===== src/sv/tpa_pkg.sv =====
// Shared codes, defaults and controller/datapath interface types for the timer pool.
`default_nettype none
package tpa_pkg;

  localparam int NUM_TIMERS_DEFAULT = 8;
  localparam int COUNT_BITS_DEFAULT = 16;

  // Request codes.
  localparam logic [1:0] OP_START = 2'd0;
  localparam logic [1:0] OP_STOP  = 2'd1;
  localparam logic [1:0] OP_TICK  = 2'd2;

  // Result kinds.
  localparam logic [1:0] KIND_START   = 2'd0;
  localparam logic [1:0] KIND_STOP    = 2'd1;
  localparam logic [1:0] KIND_TIMEOUT = 2'd2;

  // Owners and timeout destinations.
  localparam logic [1:0] OWNER_APP     = 2'd1;
  localparam logic [1:0] OWNER_DISPLAY = 2'd2;
  localparam logic [1:0] DEST_READ     = 2'd0;
  localparam logic [1:0] DEST_SEND     = 2'd1;
  localparam logic [1:0] DEST_UNKNOWN  = 2'd2;

  typedef struct packed {
    logic capture;
    logic idx_clear;
    logic idx_inc;
    logic start_claim;
    logic start_fail;
    logic stop_exec;
    logic tick_expire;
    logic tick_dec;
    logic push_last;
  } tpa_cmd_t;

  typedef struct packed {
    logic cur_running;
    logic idx_last;
    logic expire;
    logic hold_valid;
    logic out_free;
  } tpa_status_t;

endpackage
`default_nettype wire


===== src/sv/tpa_ram.sv =====
// Generic single-port-write, single-read RAM with a registered read.
`default_nettype none
module tpa_ram #(
  parameter int WIDTH = 18,
  parameter int DEPTH = 8
) (
  input  wire logic                                    clk,
  input  wire logic                                    we,
  input  wire logic [((DEPTH > 1) ? $clog2(DEPTH) : 1)-1:0] waddr,
  input  wire logic [WIDTH-1:0]                        wdata,
  input  wire logic [((DEPTH > 1) ? $clog2(DEPTH) : 1)-1:0] raddr,
  output logic      [WIDTH-1:0]                        rdata
);

  logic [WIDTH-1:0] mem [DEPTH];

  always_ff @(posedge clk) begin
    if (we) begin
      mem[waddr] <= wdata;
    end
    rdata <= mem[raddr];
  end

endmodule
`default_nettype wire


===== src/sv/tpa_datapath.sv =====
// Datapath of the timer pool: timer store, running bits, walk index and result registers.
`default_nettype none
module tpa_datapath #(
  parameter int NUM_TIMERS = tpa_pkg::NUM_TIMERS_DEFAULT,
  parameter int COUNT_BITS = tpa_pkg::COUNT_BITS_DEFAULT
) (
  input  wire logic                 clk,
  input  wire logic                 rst,
  input  wire tpa_pkg::tpa_cmd_t    cmd,
  output tpa_pkg::tpa_status_t      status,
  input  wire logic [1:0]           owner,
  input  wire logic [15:0]          start_count,
  input  wire logic [6:0]           timer_index,
  output logic                      rsp_valid,
  input  wire logic                 rsp_stall,
  output logic [1:0]                kind,
  output logic [5:0]                slot,
  output logic                      failed,
  output logic [1:0]                destination,
  output logic                      last
);

  localparam int IW = (NUM_TIMERS > 1) ? $clog2(NUM_TIMERS) : 1;
  localparam int DW = COUNT_BITS + 2;

  logic [NUM_TIMERS-1:0] running;
  logic [IW-1:0]         idx;
  logic [1:0]            req_owner;
  logic [COUNT_BITS-1:0] req_count;
  logic [6:0]            req_index;

  logic                  hold_valid;
  logic [1:0]            hold_kind;
  logic [5:0]            hold_slot;
  logic                  hold_failed;
  logic [1:0]            hold_dest;

  logic                  ram_we;
  logic [DW-1:0]         ram_wdata;
  logic [DW-1:0]         ram_rdata;
  logic [COUNT_BITS-1:0] cur_rem;
  logic [1:0]            cur_owner;
  logic                  stop_bad;
  logic [IW-1:0]         stop_slot;
  logic                  out_load;

  function automatic logic [1:0] owner_dest(input logic [1:0] own);
    logic [1:0] d;
    d = tpa_pkg::DEST_UNKNOWN;
    if (own == tpa_pkg::OWNER_APP) begin
      d = tpa_pkg::DEST_READ;
    end else if (own == tpa_pkg::OWNER_DISPLAY) begin
      d = tpa_pkg::DEST_SEND;
    end
    return d;
  endfunction

  assign cur_rem   = ram_rdata[COUNT_BITS-1:0];
  assign cur_owner = ram_rdata[DW-1:COUNT_BITS];
  assign stop_bad  = req_index >= 7'(NUM_TIMERS);
  assign stop_slot = req_index[IW-1:0];

  assign ram_we    = cmd.start_claim || cmd.tick_dec;
  assign ram_wdata = cmd.start_claim ? {req_owner, req_count}
                                     : {cur_owner, cur_rem - COUNT_BITS'(1)};

  tpa_ram #(
    .WIDTH (DW),
    .DEPTH (NUM_TIMERS)
  ) u_store (
    .clk   (clk),
    .we    (ram_we),
    .waddr (idx),
    .wdata (ram_wdata),
    .raddr (idx),
    .rdata (ram_rdata)
  );

  // A count of zero or one both expire on this tick.
  assign status.cur_running = running[idx];
  assign status.idx_last    = idx == IW'(NUM_TIMERS - 1);
  assign status.expire      = running[idx] && (cur_rem[COUNT_BITS-1:1] == '0);
  assign status.hold_valid  = hold_valid;
  assign status.out_free    = !rsp_valid || !rsp_stall;

  // The held result goes out early once a later timeout shows it is not the last.
  assign out_load = cmd.push_last || (cmd.tick_expire && hold_valid);

  always_ff @(posedge clk) begin
    if (rst) begin
      running    <= '0;
      idx        <= '0;
      hold_valid <= 1'b0;
      rsp_valid  <= 1'b0;
    end else begin
      if (cmd.idx_clear) begin
        idx <= '0;
      end else if (cmd.idx_inc) begin
        idx <= idx + IW'(1);
      end

      if (cmd.start_claim) begin
        running[idx] <= 1'b1;
      end else if (cmd.tick_expire) begin
        running[idx] <= 1'b0;
      end else if (cmd.stop_exec && !stop_bad) begin
        running[stop_slot] <= 1'b0;
      end

      if (cmd.start_claim || cmd.start_fail || cmd.stop_exec || cmd.tick_expire) begin
        hold_valid <= 1'b1;
      end else if (cmd.push_last) begin
        hold_valid <= 1'b0;
      end

      if (out_load) begin
        rsp_valid <= 1'b1;
      end else if (!rsp_stall) begin
        rsp_valid <= 1'b0;
      end
    end
  end

  always_ff @(posedge clk) begin
    if (cmd.capture) begin
      req_owner <= owner;
      req_count <= COUNT_BITS'(start_count);
      req_index <= timer_index;
    end

    if (cmd.start_claim) begin
      hold_kind   <= tpa_pkg::KIND_START;
      hold_slot   <= 6'(idx);
      hold_failed <= 1'b0;
      hold_dest   <= tpa_pkg::DEST_READ;
    end else if (cmd.start_fail) begin
      hold_kind   <= tpa_pkg::KIND_START;
      hold_slot   <= '0;
      hold_failed <= 1'b1;
      hold_dest   <= tpa_pkg::DEST_READ;
    end else if (cmd.stop_exec) begin
      hold_kind   <= tpa_pkg::KIND_STOP;
      hold_slot   <= stop_bad ? 6'd0 : 6'(stop_slot);
      hold_failed <= stop_bad;
      hold_dest   <= tpa_pkg::DEST_READ;
    end else if (cmd.tick_expire) begin
      hold_kind   <= tpa_pkg::KIND_TIMEOUT;
      hold_slot   <= 6'(idx);
      hold_failed <= 1'b0;
      hold_dest   <= owner_dest(cur_owner);
    end

    if (out_load) begin
      kind        <= hold_kind;
      slot        <= hold_slot;
      failed      <= hold_failed;
      destination <= hold_dest;
      last        <= cmd.push_last;
    end
  end

  a_no_overwrite: assert property (@(posedge clk) disable iff (rst)
    out_load |-> (!rsp_valid || !rsp_stall))
    else $error("result register loaded while a stalled item waits");

  a_claim_free: assert property (@(posedge clk) disable iff (rst)
    cmd.start_claim |-> !running[idx])
    else $error("start claimed a running timer");

  a_claim_sets: assert property (@(posedge clk) disable iff (rst)
    cmd.start_claim |=> running[$past(idx)])
    else $error("claimed timer not marked running");

  a_tick_running: assert property (@(posedge clk) disable iff (rst)
    (cmd.tick_expire || cmd.tick_dec) |-> running[idx])
    else $error("tick acted on a stopped timer");

endmodule
`default_nettype wire


===== src/sv/tpa_ctrl.sv =====
// Controller state machine of the timer pool: sequences start, stop and tick walks.
`default_nettype none
module tpa_ctrl (
  input  wire logic                 clk,
  input  wire logic                 rst,
  input  wire logic                 req_valid,
  output logic                      req_stall,
  input  wire logic [1:0]           op,
  input  wire tpa_pkg::tpa_status_t status,
  output tpa_pkg::tpa_cmd_t         cmd
);

  localparam logic [2:0] ST_IDLE  = 3'd0;
  localparam logic [2:0] ST_SCAN  = 3'd1;
  localparam logic [2:0] ST_STOP  = 3'd2;
  localparam logic [2:0] ST_TRD   = 3'd3;
  localparam logic [2:0] ST_TEV   = 3'd4;
  localparam logic [2:0] ST_FLUSH = 3'd5;

  logic [2:0] state;
  logic [2:0] state_next;

  assign req_stall = state != ST_IDLE;

  always_comb begin
    cmd        = '0;
    state_next = state;
    case (state)
      ST_IDLE: begin
        if (req_valid) begin
          cmd.capture   = 1'b1;
          cmd.idx_clear = 1'b1;
          case (op)
            tpa_pkg::OP_START: state_next = ST_SCAN;
            tpa_pkg::OP_STOP:  state_next = ST_STOP;
            tpa_pkg::OP_TICK:  state_next = ST_TRD;
            default:           state_next = ST_IDLE;
          endcase
        end
      end
      ST_SCAN: begin
        if (!status.cur_running) begin
          cmd.start_claim = 1'b1;
          state_next      = ST_FLUSH;
        end else if (status.idx_last) begin
          cmd.start_fail = 1'b1;
          state_next     = ST_FLUSH;
        end else begin
          cmd.idx_inc = 1'b1;
        end
      end
      ST_STOP: begin
        cmd.stop_exec = 1'b1;
        state_next    = ST_FLUSH;
      end
      ST_TRD: begin
        // Stopped timers are skipped on their running bit, without waiting for the store read.
        if (status.cur_running) begin
          state_next = ST_TEV;
        end else if (status.idx_last) begin
          state_next = ST_FLUSH;
        end else begin
          cmd.idx_inc = 1'b1;
        end
      end
      ST_TEV: begin
        if (status.expire) begin
          // An earlier timeout still held must leave before this one replaces it.
          if (!status.hold_valid || status.out_free) begin
            cmd.tick_expire = 1'b1;
            cmd.idx_inc     = !status.idx_last;
            state_next      = status.idx_last ? ST_FLUSH : ST_TRD;
          end
        end else begin
          cmd.tick_dec = 1'b1;
          cmd.idx_inc  = !status.idx_last;
          state_next   = status.idx_last ? ST_FLUSH : ST_TRD;
        end
      end
      ST_FLUSH: begin
        if (!status.hold_valid) begin
          state_next = ST_IDLE;
        end else if (status.out_free) begin
          cmd.push_last = 1'b1;
          state_next    = ST_IDLE;
        end
      end
      default: begin
        state_next = ST_IDLE;
      end
    endcase
  end

  always_ff @(posedge clk) begin
    if (rst) begin
      state <= ST_IDLE;
    end else begin
      state <= state_next;
    end
  end

  a_idle_accept: assert property (@(posedge clk) disable iff (rst)
    cmd.capture |-> (state == ST_IDLE))
    else $error("item captured outside idle");

  a_flush_done: assert property (@(posedge clk) disable iff (rst)
    cmd.push_last |=> (state == ST_IDLE))
    else $error("controller did not return to idle after the last result");

  a_one_action: assert property (@(posedge clk) disable iff (rst)
    $onehot0({cmd.start_claim, cmd.start_fail, cmd.stop_exec, cmd.tick_expire,
              cmd.tick_dec, cmd.push_last}))
    else $error("more than one datapath action in a cycle");

endmodule
`default_nettype wire


===== src/sv/timer_pool_allocator.sv =====
// Top level of the timer pool: start, stop and tick requests over a pool of countdown timers.
// A stop passes through the stop and flush states; a start scans the timers in order for a free one, then flushes.
// A tick walks the timers one at a time: a stopped timer needs only its running bit, a running one a store read too.
// The walk through the single-port timer store sets the rate; one item is handled at a time.
// A timeout waits in place while an earlier timeout is held and the result register is stalled, then the walk resumes.
// Reset clears all running bits together; the timer store needs no clearing pass.
`default_nettype none
module timer_pool_allocator #(
  parameter int NUM_TIMERS = tpa_pkg::NUM_TIMERS_DEFAULT,
  parameter int COUNT_BITS = tpa_pkg::COUNT_BITS_DEFAULT
) (
  input  wire logic        clk,
  input  wire logic        rst,
  input  wire logic        req_valid,
  output logic             req_stall,
  input  wire logic [1:0]  op,
  input  wire logic [1:0]  owner,
  input  wire logic [15:0] start_count,
  input  wire logic [6:0]  timer_index,
  output logic             rsp_valid,
  input  wire logic        rsp_stall,
  output logic [1:0]       kind,
  output logic [5:0]       slot,
  output logic             failed,
  output logic [1:0]       destination,
  output logic             last
);

  tpa_pkg::tpa_cmd_t    cmd;
  tpa_pkg::tpa_status_t status;

  tpa_ctrl u_ctrl (
    .clk       (clk),
    .rst       (rst),
    .req_valid (req_valid),
    .req_stall (req_stall),
    .op        (op),
    .status    (status),
    .cmd       (cmd)
  );

  tpa_datapath #(
    .NUM_TIMERS (NUM_TIMERS),
    .COUNT_BITS (COUNT_BITS)
  ) u_datapath (
    .clk         (clk),
    .rst         (rst),
    .cmd         (cmd),
    .status      (status),
    .owner       (owner),
    .start_count (start_count),
    .timer_index (timer_index),
    .rsp_valid   (rsp_valid),
    .rsp_stall   (rsp_stall),
    .kind        (kind),
    .slot        (slot),
    .failed      (failed),
    .destination (destination),
    .last        (last)
  );

endmodule
`default_nettype wire


===== config.mk =====
export PLATFORM = sky130hd
export DESIGN_NAME = timer_pool_allocator
export DESIGN_NICKNAME = d
export VERILOG_FILES = /design/src/sv/tpa_pkg.sv /design/src/sv/tpa_ram.sv /design/src/sv/tpa_datapath.sv /design/src/sv/tpa_ctrl.sv /design/src/sv/timer_pool_allocator.sv
export SDC_FILE = /design/constraint.sdc
export NUM_CORES = 1
export LEC_CHECK = 0
export BUFFER_PORTS_ARGS = -buffer_cell sky130_fd_sc_hd__buf_4
export CORE_MARGIN = 2
export CORE_UTILIZATION = 30
export DETAILED_ROUTE_END_ITERATION = 6
export SYNTH_ARGS = -nofsm -noshare
export SYNTH_HDL_FRONTEND = slang
export SYNTH_SLANG_ARGS = --single-unit
export TNS_END_PERCENT = 5

===== constraint.sdc =====
create_clock -name clk -period 4.7 [get_ports clk]
set_clock_uncertainty 0.2 [all_clocks]
set_input_delay 0.235 -clock clk [delete_from_list [all_inputs] [get_ports clk]]
set_output_delay 0.235 -clock clk [all_outputs]
set_load 0.01 [all_outputs]

# Word level (Yosys, flattened, before mapping)
# Memory sizes are Yosys's and may differ from the RTL's. A register that Yosys moved wholly into a read port is not among the register bits.
# Index checks and enable logic that the tools add are counted.
# totals
ff_bits,64
latchBits,0
ram_bits,144
mem_bits_ro,0
input_bits,31
output_inout_bits,14
elab_cells,135
n_memories,1
# memory_table
name,depth,word_bits,read_ports,rd_clocked_by_memory_dff,wr,line,rtl
u_datapath.u_store.mem,8,18,1,1,1,tpa_ram.sv:15,logic [WIDTH-1:0] mem [DEPTH];
# op_classes
add_sub_neg,2
mul,0
div_mod_pow,0
order_cmp,5
eq_ne,14
shifts,0
mux,59
n_bitwise,5
n_reduce_logical,30
# op_table
cell,n
3-bit 2-to-1 mux,12
1-bit 2-to-1 mux,29
8-bit 2-to-1 mux,3
18-bit 2-to-1 mux,1
3-bit case mux with 6 select lines,1
8-bit bitwise AND,2
8-bit inverter,2
"16-bit by 1-bit subtractor with 16-bit output, second input constant",1
15-bit zero test,1
2-bit 2-to-1 mux,6
6-bit 2-to-1 mux,2
"3-bit == test, second input constant",3
3-bit nonzero test,3
"3-bit by 4-bit < comparator with 1-bit output, second input constant",2
8-bit bitwise OR,1
"7-bit by 4-bit >= comparator with 1-bit output, second input constant",1
1-bit logical OR,7
1-bit demux with 3-bit select,2
"3-bit by 2-bit == test with 1-bit output, second input constant",2
"3-bit by 1-bit >= comparator with 1-bit output, second input constant",2
2-bit case mux with 3 select lines,1
1-bit logical AND,5
1-bit zero test,5
"2-bit by 1-bit == test with 1-bit output, second input constant",2
16 further kinds,19

# Longest topological paths before layout
# logic_depth
ltp_word,10
ltp_mapped,9

# Cells and area by module
# A second synthesis with hierarchy kept.
# hier_totals
hier_cells,523
hier_area_um2,8931.1
# modules_own_cells
mod,n_inst,cells_each,area_per_inst_um2,seq_area_each_um2
tpa_ram,1,239,5964.5,4684.5
tpa_datapath,1,231,2572.5,1471.4
tpa_ctrl,1,53,394.1,60.1

# Worst setup path before layout
# No wires, ideal clock.
# synth_path
kind,reg2reg
startpoint,reg u_datapath.idx[0]
endpoint,"mem u_datapath.u_store.mem[0][0], enable pin"
t_arrival_ns,2.806
required_ns,4.095
setup_slack_ns,1.289
path_stages_with_launch,8
path_cell_list,dfxtp_1 buf_6 mux2_4 a211oi_2 o21ai_1 a211o_1 a21o_1 nor4_2
# synth_via
elab_chain_cells,8
# synth_lines
item,line,rtl
start: declaration,tpa_datapath.sv:27,logic [IW-1:0] idx;
start signal: assignment,tpa_datapath.sv:99,idx <= idx + IW'(1);
1-bit binary-select mux with 3-bit select,"tpa_datapath.sv:80, tpa_datapath.sv:82",
1-bit 2-to-1 mux (not written as such),"tpa_datapath.sv:80, tpa_datapath.sv:82",
1-bit logical AND,tpa_datapath.sv:82,assign status.expire = running[idx] && (cur_rem[COUNT_BITS-1:1] == '0);
1-bit 2-to-1 mux,tpa_ctrl.sv:67,if (status.expire) begin
2-bit 2-to-1 mux,tpa_ctrl.sv:28,case (state)
1-bit logical OR,tpa_datapath.sv:63,assign ram_we = cmd.start_claim || cmd.tick_dec;
1-bit 2-to-1 mux,tpa_ram.sv:18,if (we) begin
1-bit 2-to-1 mux (not written as such),tpa_ram.sv:19,mem[waddr] <= wdata;
end: declaration,tpa_ram.sv:15,
# Several ways; a longest one is shown, not always the timed one. The select of a mux whose other input is x is not followed.

# Worst setup path in the final report
# layout_path
startpoint,reg u_datapath.idx[2]
endpoint,"mem u_datapath.u_store.mem[7][12], enable pin"
# The elaborated chain is that of the path after synthesis.

==> impl_metrics.toml <==
[power]
vdd_drop_max_mv = 0.2731
leakagePower_uw = 0.003534
power.density_nw_per_um2 = 557.0

[place]
io_buffer_count = 41
routabilityCongestion = 0.7677
dp_hpwl_um = 11370
dp_cells = 994

[clock_network]
htree_levels = 1
cts-root-buf = "clkbuf_16"
cts_setup_buffers = 0
clk_transition_reported_paths_ns = 0.06
insertion_delay_ns = 0.52
cts.sinks = 220
cts_buffers = 23
cts.path.max_buffers = 3
tritoncts = "yes"

[sta]
tightest_slew_ns = 1.086
rsz0062_at_grt = "false"
period_needed_ns = 3.830
finalSetupViolCount = 0
maxSlewViolCount = 0
final_hold_viol_count = 0
relSlewSlack_pct = 27.59
max_freq_mhz = 261.1
period_share_pct = 81.48
tns_ns = 0
whs_ns = 0.04173

[yosys]
netlist_area_um2 = 8563
synth_top_area_share_pct = 63.47
synth_seq_cells = 220
synth_edf_count = 181
synth_top_family_by_area = "compound AO/OA/AOI/OAI gates"
synthesis.instances = 589
synth_commonest_cells = "edfxtp_1 (181), a22oi_1 (72), dfxtp_1 (39)"
synth_warnings = 0
synthXorXnorAreaFrac_pct = 1.432
synth.avg_cell_area_um2 = 14.54
synthMuxAreaShare_pct = 1.169
synth_top_area_cell = "edfxtp_1"
synth_most_common_cell = "edfxtp_1"
synth_compound_area_share_pct = 12.07
ys_seq_area_share_pct = 72.59
synth-simple-area-share_pct = 9.366
synthArstFlopShare_pct = 0
synthFlopType = "edfxtp_1"
yosysUniqueCellTypes = 59
netlist_top_cells_area = "edfxtp_1 (63%), dfxtp_1 (9.1%), a22oi_1 (6.3%)"
synthAdderAreaFrac_pct = 1.023

[routing]
routed_wl_um = 19550
wl_per_cell_um = 18.40
post_drt_via_cell_ratio = 4.919
drtPass1Iterations = 5
num_vias = 5229
drt_iter0_drc = 377
ant_nets = 0
drc = 0

[floorplanning]
rows = 61
fp.dieArea_um2 = 29910
die_h_um = 173.0
die_w_um = 173.0
core_region_area_um2 = 27930
initial_core_util_pct = 30.65
io_pins = 45

[cells_and_area]
fin_nets = 706
drive_above_1_share_pct = 17.52
antennaDiodeCount = 0
area_growth_pct = 21.49
fin_cells = 1063

[outcome]
status = "complete, no violations"

[critical_path]
reg2reg_depth = 7
startpoint_type = "flop"
crit_required_ns = 4.72
end_kind = "flop"
crit_fanout = 18
critical_path_arrival_ns = 3.84
worst-setup-path-type = "reg -> reg"

[global_route]
grt_usage_pct = 13.11
grt_pass1_vias = 5271
grt-ovfl-total = 0
antenna_found_initial = 0
grt_pass1_wl_um = 30640
grt_max_degree = 29

[min_path]
hold_depth = 4
min_path_type = "in -> reg"

[run]
drv_cap = 0
sequential cells by signal, summed over array words and instances (netlist names):
register,count
u_datapath.slot,3
u_datapath.destination,2
u_datapath.u_store.mem,144
u_datapath.hold_kind,2
u_datapath.u_store.rdata,18
u_datapath.req_owner,2
u_datapath.hold_slot,3
u_datapath.rsp_valid,1
u_datapath.idx,3
u_datapath.running,8
u_datapath.hold_valid,1
u_datapath.req_count,16
u_datapath.failed,1
u_datapath.kind,2
u_datapath.hold_failed,1
u_datapath.hold_dest,2
u_ctrl.state,3
u_datapath.req_index,7
u_datapath.last,1
power by group:
group / total (uW) / switching [uW] / leakage, uW / internal (uW)
Combinational: 1090 / 738 / 0.00118 / 354
Clock: 1820 / 732 / 0.000374 / 1090
Sequential: 2880 / 174 / 0.00198 / 2710
Total: 5800 / 1640 / 0.00353 / 4150
metrics by stage:
step	total power, uW	util [%]	setup slack [ns]	cell area [um2]
5_1_grt	6092	37.24	0.5776	10400
4_1_cts	5849	37.24	0.8649	10400
6_report	5795	37.24	0.8702	10400
3_5_place_dp	3998	33.52	0.8729	9364
2_1_floorplan	3580	-	1.289	8571
3_3_place_gp	3977	33.52	1.014	9364
critical path, cell delays in order, from the launching register on:
cell      delay (ns)
dfxtp_1         0.80
nor2_1          0.15
a211oi_1        0.59
o21ai_1         0.25
a211o_1         0.30
a21o_1          0.33
nor2_2          0.56
buf_4           0.33
cell type report:
| cell class | instances | area, um2 |
|---|---|---|
| fill | 2659 | 17530 |
| sequential | 220 | 6216 |
| multi-input combinational | 328 | 2201 |
| timing repair buffer | 82 | 695.7 |
| clock buffer | 28 | 604.3 |
| tap | 378 | 473.0 |
| clock inverter | 14 | 165.2 |
| inverter | 13 | 48.80 |
cell usage in the layout (no fill, tap or decap), types with 6 or more instances in the layout:
| cell type | Yosys | layout |
|---|---|---|
| nand2b_1 | 6 | 6 |
| nand4_1 | 18 | 18 |
| buf_4 | 3 | 54 |
| edfxtp_1 | 181 | 181 |
| nor2_1 | 31 | 23 |
| o21ai_0 | 19 | 19 |
| nor4_1 | 7 | 7 |
| inv_1 | 13 | 13 |
| dfxtp_1 | 39 | 39 |
| a21oi_1 | 18 | 18 |
| ha_1 | 7 | 7 |
| clkbuf_16 | 0 | 23 |
| nor2_2 | 0 | 7 |
| a22oi_1 | 72 | 72 |
| xnor2_1 | 11 | 11 |
| nor3_1 | 11 | 9 |
| nand3_1 | 13 | 13 |
| nand2_1 | 38 | 38 |
| dlygate4sd3_1 | 0 | 27 |
routing by layer:
| metal | up-vias | wire (um) | track usage (%) |
|---|---|---|---|
| met4 | 0 | 429 | 3.425 |
| li1 | 2454 | - | - |
| met2 | 158 | 9069 | 20.63 |
| met5 | - | 0 | 0 |
| met3 | 30 | 1077 | 2.287 |
| met1 | 2587 | 8977 | 18.76 |
kinds of logic (layout without fill, tap and decap cells):
family | count (synthesis) | after routing
mux | 9 | 9
fa+ha+maj | 7 | 7
xor+xnor | 14 | 14
compound gates | 141 | 141
other cells | 1 | 3
buf+inv | 43 | 137
flops | 220 | 220
simple gates | 154 | 154
path summary, 6_finish.rpt:
kind	startpoint	end	slack [ns]
setup / recovery	u_datapath.idx[2]	u_datapath.u_store.mem[7][12]	0.87
hold / removal	rsp_stall	u_ctrl.state[0]	0.04
setup reg to reg	u_datapath.idx[2]	u_datapath.u_store.mem[7][12]	0.87
hold reg to reg	u_datapath.hold_slot[2]	u_datapath.slot[2]	0.22
repair_timing:
item,CTS,global route
endpoints found under the hold margin,41,0
resized for setup,0,0
endpoints found under the setup margin,0,0
hold buffers,27,0
No activity file was read; power rests on OpenSTA's default activity.
